<file path="config.mk">
export PLATFORM = sky130hd
export DESIGN_NAME = cbc_divider
export DESIGN_NICKNAME = d
export VERILOG_FILES = /design/src/design/cbc_pkg.sv /design/src/design/cbc_divider.sv
export SDC_FILE = /design/constraint.sdc
export NUM_CORES = 1
export LEC_CHECK = 0
export ABC_AREA = 0
export BUFFER_PORTS_ARGS = -buffer_cell sky130_fd_sc_hd__buf_2
export CAP_MARGIN = 20
export CORE_UTILIZATION = 50
export DETAILED_ROUTE_END_ITERATION = 10
export GPL_TIMING_DRIVEN = 0
export PLACE_DENSITY = 0.72
export SYNTH_ARGS = -nofsm -noshare
export SYNTH_HDL_FRONTEND = slang
export SYNTH_SLANG_ARGS = --single-unit
</file>
<file path="constraint.sdc">
create_clock -name clk -period 3.6 [get_ports clk]
set_input_delay 0.36 -clock clk [delete_from_list [all_inputs] [get_ports clk]]
set_output_delay 0.36 -clock clk [all_outputs]
set_load 0.02 [all_outputs]
</file>
<file path="src/design/cbc_pkg.sv">
// shared constants and types for the colour blob centroid block
package cbc_pkg;
  localparam int DEF_MAX_WIDTH  = 1024;
  localparam int DEF_MAX_HEIGHT = 1024;
  localparam int DEF_MAX_RUN    = 5;

  localparam int CFG_IDX_W = 3;
  localparam logic [CFG_IDX_W-1:0] REG_PRIMARY   = 3'd0;
  localparam logic [CFG_IDX_W-1:0] REG_HIGH_THR  = 3'd1;
  localparam logic [CFG_IDX_W-1:0] REG_SECOND    = 3'd2;
  localparam logic [CFG_IDX_W-1:0] REG_THIRD     = 3'd3;
  localparam logic [CFG_IDX_W-1:0] REG_SINGLE    = 3'd4;
  localparam logic [CFG_IDX_W-1:0] REG_MIN_RUN   = 3'd5;
  localparam logic [CFG_IDX_W-1:0] REG_WIDTH     = 3'd6;
  localparam logic [CFG_IDX_W-1:0] REG_HEIGHT    = 3'd7;
  localparam int CFG_DATA_W = 11;

  localparam int TOTAL_W = 21;
  localparam int SUM_W   = 30;
  localparam int CENT_W  = 18;
  localparam int DIV_W   = SUM_W + 8;

  typedef struct packed {
    logic [7:0] blue;
    logic [7:0] green;
    logic [7:0] red;
  } pixel_t;

  typedef struct packed {
    logic [CENT_W-1:0]  centroid_col;
    logic [CENT_W-1:0]  centroid_row;
    logic [TOTAL_W-1:0] pixel_total;
    logic               found_none;
  } result_t;

  typedef struct packed {
    logic [CFG_IDX_W-1:0]  index;
    logic [CFG_DATA_W-1:0] data;
  } cfg_req_t;

  // frame-end request to the divider
  typedef struct packed {
    logic [SUM_W-1:0]   col_sum;
    logic [SUM_W-1:0]   row_sum;
    logic [TOTAL_W-1:0] total;
  } div_req_t;
endpackage

</file>
<file path="src/design/cbc_divider.sv">
// restoring divider producing both centroids, one quotient bit per cycle
module cbc_divider (
  input  logic              clk,
  input  logic              rst_n,
  input  logic              start,
  input  cbc_pkg::div_req_t req,
  output logic              busy,
  output logic              done,
  output cbc_pkg::result_t  res
);
  import cbc_pkg::*;
  localparam int CNT_W = $clog2(DIV_W + 1);

  logic               busy_r, busy_nxt;
  logic               done_r, done_nxt;
  logic [CNT_W-1:0]   cnt_r, cnt_nxt;
  logic [DIV_W-1:0]   qc_r, qc_nxt, qr_r, qr_nxt;
  logic [TOTAL_W:0]   rc_r, rc_nxt, rr_r, rr_nxt;
  logic [TOTAL_W-1:0] d_r, d_nxt;
  logic [TOTAL_W:0]   tc, tr;

  // done stays high from completion until the next start
  always_comb begin
    busy_nxt = busy_r;
    done_nxt = done_r;
    cnt_nxt  = cnt_r;
    qc_nxt = qc_r; qr_nxt = qr_r; rc_nxt = rc_r; rr_nxt = rr_r; d_nxt = d_r;
    tc = {rc_r[TOTAL_W-1:0], qc_r[DIV_W-1]};
    tr = {rr_r[TOTAL_W-1:0], qr_r[DIV_W-1]};
    if (start) begin
      busy_nxt = 1'b1;
      done_nxt = 1'b0;
      cnt_nxt  = CNT_W'(DIV_W);
      qc_nxt   = {req.col_sum, 8'd0};
      qr_nxt   = {req.row_sum, 8'd0};
      rc_nxt   = '0;
      rr_nxt   = '0;
      d_nxt    = req.total;
    end else if (busy_r) begin
      if (tc >= {1'b0, d_r}) begin
        rc_nxt = tc - {1'b0, d_r};
        qc_nxt = {qc_r[DIV_W-2:0], 1'b1};
      end else begin
        rc_nxt = tc;
        qc_nxt = {qc_r[DIV_W-2:0], 1'b0};
      end
      if (tr >= {1'b0, d_r}) begin
        rr_nxt = tr - {1'b0, d_r};
        qr_nxt = {qr_r[DIV_W-2:0], 1'b1};
      end else begin
        rr_nxt = tr;
        qr_nxt = {qr_r[DIV_W-2:0], 1'b0};
      end
      cnt_nxt = cnt_r - CNT_W'(1);
      if (cnt_r == CNT_W'(1)) begin
        busy_nxt = 1'b0;
        done_nxt = 1'b1;
      end
    end
  end

  always_ff @(posedge clk) begin
    if (!rst_n) begin
      busy_r <= 1'b0;
      done_r <= 1'b0;
      cnt_r  <= '0;
    end else begin
      busy_r <= busy_nxt;
      done_r <= done_nxt;
      cnt_r  <= cnt_nxt;
    end
    qc_r <= qc_nxt; qr_r <= qr_nxt; rc_r <= rc_nxt; rr_r <= rr_nxt; d_r <= d_nxt;
  end

  assign busy = busy_r;
  assign done = done_r;
  always_comb begin
    res.centroid_col = qc_r[CENT_W-1:0];
    res.centroid_row = qr_r[CENT_W-1:0];
    res.pixel_total  = d_r;
    res.found_none   = 1'b0;
  end
endmodule

</file>
# Yosys cells after proc, flatten, opt, wreduce, memory -nomap -nowiden
# Cells that the tools add are included.
# word_totals
register_bits	147
in_bits	84
out_inout_bits	60
elab_cells	34
# classes
add_sub_neg	3
n_lt_le_gt_ge	2
n_eq_ne	1
n_mux	13
bitwise_logic	1
n_reduce_logical	3
# ops
cell	count
38-bit two-way mux	4
22-bit by 21-bit greater-or-equal comparator with 1-bit output	2
21-bit two-way mux	2
21-bit subtractor	2
6-bit two-way mux	2
6-bit by 1-bit == test with 1-bit output, second input constant	1
6-bit by 1-bit subtractor with 6-bit output, second input constant	1
1-bit two-way mux	5
2-bit AND reduction	1
2-bit nonzero test	1
2-bit OR reduction	1
1-bit inverter	1

# Depth between registers and ports, before layout
# depth
ltp_word	4
mapped_depth	12
ltp_nobuf	11

# Worst setup path after synthesis
# No wires, ideal clock.
# synth_path
path_type	flip-flop to flip-flop
start	register d_r[0]
end	register rr_r[5]
setup_ns	0.086
arrival_time_ns	2.732
required_time_ns	3.514
path_slack_ns	0.783
path_stages_with_launch	12
n_path_buf	1
synth_period_minus_slack_ns	2.817
path_cell_list	edfxtp_1 ha_1 inv_1 fa_1 a21oi_1 o21bai_1 a211o_1 a2111o_1 a21o_1 buf_6 mux2i_1 a211oi_1
# synth_via
elab_chain_cells	2
word_cells_on_any_way	3
cone_classes	1 x add/sub; 1 x order compare; 1 x mux
# synth_rtl
element	line	rtl
from (decl)	cbc_divider.sv:19	logic [TOTAL_W-1:0] d_r, d_nxt;
from (signal assigned)	cbc_divider.sv:72	qc_r <= qc_nxt; qr_r <= qr_nxt; rc_r <= rc_nxt; rr_r <= rr_nxt; d_r <= d_nxt;
21-bit subtractor or 22-bit by 21-bit greater-or-equal comparator with 1-bit output (tied branches)	cbc_divider.sv:48, cbc_divider.sv:47	
21-bit two-way mux *	cbc_divider.sv:47	if (tr >= {1'b0, d_r}) begin
to (signal assigned)	cbc_divider.sv:72	
to (decl)	cbc_divider.sv:18	logic [TOTAL_W:0] rc_r, rc_nxt, rr_r, rr_nxt;
# Every way passes the cells marked *; elsewhere a longest branch is shown, timed or not.
# A chain may end at the register's enable or synchronous reset.

# Worst setup path in the final report
# layout_path
start	register d_r[0]
end	register rc_r[16]
# layout_via
elab_chain_cells	2
word_cells_on_any_way	3
cone_classes	1 x add/sub; 1 x order compare; 1 x mux
# layout_rtl
element	line	rtl
21-bit subtractor or 22-bit by 21-bit greater-or-equal comparator with 1-bit output (tied branches)	cbc_divider.sv:41, cbc_divider.sv:40	
21-bit two-way mux *	cbc_divider.sv:40	if (tc >= {1'b0, d_r}) begin
to (signal assigned)	cbc_divider.sv:72	
to (decl)	cbc_divider.sv:18	
# Marked as above.

==> results.md <==
STA:
- The count of final hold-check violations was 0.
- In the post-route analysis, the smallest setup slack over all paths is 271 ps.
- The shortest period the worst path allows is 3330 ps.
- The total of endpoints with negative setup slack in the final report is 0.
- Setup repair after global routing left no endpoint under its margin.
- The max-slew violation count is 0.
- In this run the tightest slew margin relative to its limit is between 40% and 50%.
- The worst path uses 92.5% of the clock period.
- At the pin with the least slew margin, the transition time is around 800 ps.
- Based on the critical path, the design can be clocked at up to 300 MHz.
- Across the routed clock network, the largest skew measured is 12.8 ps.

Floorplan:
- The die is 132 um tall.
- Once the floorplan was initialized, standard cells occupied 51.2% of the core.
- The die boundary width is 132 um.
- The floorplan row count is between 40 and 50.
- The core region is 16500 um2.
- ~140 I/O pins were placed.
- The die covers approximately 17000 um2.

Power and ir drop:
- The total leakage power is 0.00435 uW.
- Overall power consumption after layout is estimated at 4690 uW.
- The worst supply voltage drop on vdd is 375 uV.
- The power density normalized to cell area is 467 nW/um2.

Synth:
- A synthesized cell averages about 10 um2.
- For this run, the number of Yosys warnings is 0.
- Counting flops with a built-in enable in the synthesized netlist gives 81.
- In the synthesized netlist the async set-or-reset flop fraction comes to 0%.
- Counting distinct cell types in the post-synthesis netlist gives 78.
- For this run, the leading register cell type out of synthesis is sky130_fd_sc_hd__edfxtp_1.
- Sorting the synthesized cells by how often they occur yields sky130_fd_sc_hd__edfxtp_1 (81), sky130_fd_sc_hd__nor2_1 (71), sky130_fd_sc_hd__dfxtp_1 (66).
- The most common cell in the netlist is sky130_fd_sc_hd__edfxtp_1.
- The post-synthesis cell area is 8460 um2.
- Synthesis produced a netlist whose cell count is about 850.
- The register bit count reported by yosys is 147.
- Sequential cells were found to cover 44.4% of the synthesized design area.
- The biggest area consumer among synthesized cells is sky130_fd_sc_hd__edfxtp_1.
- The number of nets handed over by synthesis was 979.
- By area the synthesized netlist is led by sky130_fd_sc_hd__edfxtp_1 (29%), sky130_fd_sc_hd__dfxtp_1 (16%), sky130_fd_sc_hd__ha_1 (6.5%).
- The synthesized design devotes to its leading area cell type about 29% of total area.

Clock network:
- The H-tree was split into 4 levels.
- The count of instances resized after the clock tree is built is 0.
- The clock tree from TritonCTS is built.
- The tree is rooted in a sky130_fd_sc_hd__clkbuf_16.
- The clock net in this run drives a total of between 100 and 150 sinks.
- The clock transition at the registers of the reported paths is 70 ps.
- The number of buffers created by CTS is 17.
- The clock network latency to the later pin of the worst-skew pair is 440 ps.
- The maximum count of clock buffers along a single path is 2.
- The count of hold buffers inserted by post-cts repair is 0.
- The number of setup buffers added after CTS is 0.

Cells and area:
- The fraction of final layout cells with drive strength greater than 1 is roughly 23%.
- The layout net count is roughly 1.1k.
- Cells fill between 60 and 70% of the core in the end.
- The repair_antennas step left the layout with diodes totalling 0.
- The number of cells in the finished layout apart from fillers is between 1k and 1.5k.
- Relative to the synthesized area, the layout overhead comes to 18.7%.

Setup path:
- In this run the worst path has a maximum fanout of 10.
- The critical path capture point type is a flip-flop.
- The master of the slowest instance on the critical path is sky130_fd_sc_hd__edfxtp_1.
- For the worst setup path, the data required time is just under 4000 ps.
- The data arrival time of the worst path is 3620 ps.
- The category of the critical setup timing path is reg2reg.
- The largest single stage delay on the critical path is ~450 ps.
- The startpoint type of the worst setup path is a flip-flop.
- Traced cell by cell, the critical path runs through ha_1, inv_1, fa_1, a21o_1, a221oi_2, o221ai_2, a211oi_2, nor2_2, buf_2, nand2_1, o221ai_1.

Status:
- The flow ran to the end, and the final reports show no timing, DRC or antenna violations.

GRT:
- The via count of the first global-routing pass came to 6712.
- The largest net degree at the start of global routing is 41.
- The overflow left after global routing is 0.
- The number of antenna violations at the first check in global routing is 0.
- The first-pass GRT wire length is 35.2 mm.
- Global routing used 26.0% of the available tracks across all layers.

Drt:
- The overall via count from detail_route is between 7k and 8k.
- The final routed wire length divided by cell count is between 15 and 20 um.
- The violation count after the first detailed-routing iteration is slightly above 600.
- In the routed layout, each cell is associated on average with a via count of 5.82.
- Once detail routing completed, the nets flagged for antenna violations numbered 0.
- The routed wire length is 22.4 mm.
- The DRC violation count after routing is 0.
- The pre-antenna-repair detailed-routing pass consisted of 7 iterations.

Placed design:
- After legalization and detailed placement, the total HPWL measured between 15 and 20 mm.
- The last weighted congestion value of the routability-driven placer is approximately 0.9.
- Before CTS, the worst setup slack after placement is 324 ps.
- Input and output buffers added on the ports amount to 142.
- The number of cells in the design after placement is 1212.

Min path:
- The classification of the worst-slack hold path is in2reg.

Flow run:
- The max capacitance violation total is 0.
-- logic make-up after synthesis --
group / synth area share [%]
mux: 2.97
xor+xnor: 3.21
simple gates: 12.0
other cells: 0.0443
compound gates: 22.6
flops: 44.4
buf+inv: 7.85
fa+ha+maj: 6.98
-- registers in the layout, indices dropped and copies added, names as in the netlist --
| signal | flops |
|---|---|
| qc_r | 38 |
| qr_r | 38 |
| d_r | 21 |
| rc_r | 21 |
| rr_r | 21 |
| cnt_r | 6 |
| busy | 1 |
| done | 1 |
-- final timing paths --
kind / startpoint / end / slack [ps] / cells past startpoint
worst max register to register: d_r[0] / rc_r[16] / 270 / 11
worst min-delay path: req[3] / d_r[3] / 100 / 1
worst min register to register: done / done / 490 / 2
worst max-delay path: d_r[0] / rc_r[16] / 270 / 11
-- area by class of cell --
| class | instances | area, um2 |
|---|---|---|
| Buffer | 84 | 488 |
| Clock buffer | 17 | 425 |
| Clock inverter | 15 | 146 |
| Fill cell | 1401 | 6490 |
| Inverter | 47 | 176 |
| Multi-Input combinational cell | 571 | 4040 |
| Sequential cell | 147 | 3750 |
| Tap cell | 220 | 275 |
| Timing Repair Buffer | 143 | 731 |
-- per-layer routing --
| layer | global-route usage [%] | part of all wire, % | vias up |
|---|---|---|---|
| met4 | 8.91 | 1.7 | 0 |
| met2 | 40.5 | 46 | 245 |
| li1 | - | - | 3469 |
| met1 | 35.7 | 46 | 3491 |
| met5 | 0 | 0 | - |
| met3 | 5.65 | 6.0 | 39 |
-- critical path: cells and delay by family (launching register included) --
family	cells	cell delay, ps
AOI/OAI and AO/OA	5	1420
adders and majority gates	2	590
buffers and inverters	2	330
DFF	1	450
and+or+nand+nor	2	400
-- power breakdown --
part,internal [uW],switching [uW]
logic,388,566
clock network,968,788
registers,1910,74.4
-- through the flow --
stage / TNS, ps / area, um2 / hold WS [ps]
finish: 0 / 10000 / 95.5
global route: 0 / 10000 / 82.5
CTS: 0 / 10000 / 83.8
detailed placement: 0 / 9460 / 466
global placement: -21150 / 9440 / 457
floorplan: 0 / 8460 / 451
-- layout by cell type (no fill, tap or decap), types with 11 or more instances in the layout --
cell                        netlist  final
sky130_fd_sc_hd__buf_2            5    147
sky130_fd_sc_hd__edfxtp_1        81     81
sky130_fd_sc_hd__nor2_1          71     71
sky130_fd_sc_hd__dfxtp_1         66     66
sky130_fd_sc_hd__nand2_1         61     61
sky130_fd_sc_hd__a22o_1          58     58
sky130_fd_sc_hd__inv_1           47     46
sky130_fd_sc_hd__ha_1            44     44
sky130_fd_sc_hd__o21ai_0         39     39
sky130_fd_sc_hd__buf_4           38     38
sky130_fd_sc_hd__a21oi_1         34     34
sky130_fd_sc_hd__clkbuf_1        29     29
sky130_fd_sc_hd__mux2i_1         24     24
sky130_fd_sc_hd__nand3_1         23     23
sky130_fd_sc_hd__xnor2_1         23     23
sky130_fd_sc_hd__clkbuf_16        0     17
sky130_fd_sc_hd__a21o_1          16     16
sky130_fd_sc_hd__a311oi_1        15     15
sky130_fd_sc_hd__a211oi_1        14     14
sky130_fd_sc_hd__nand4_1         11     11
Note: power is estimated with default switching activity, not from simulation.
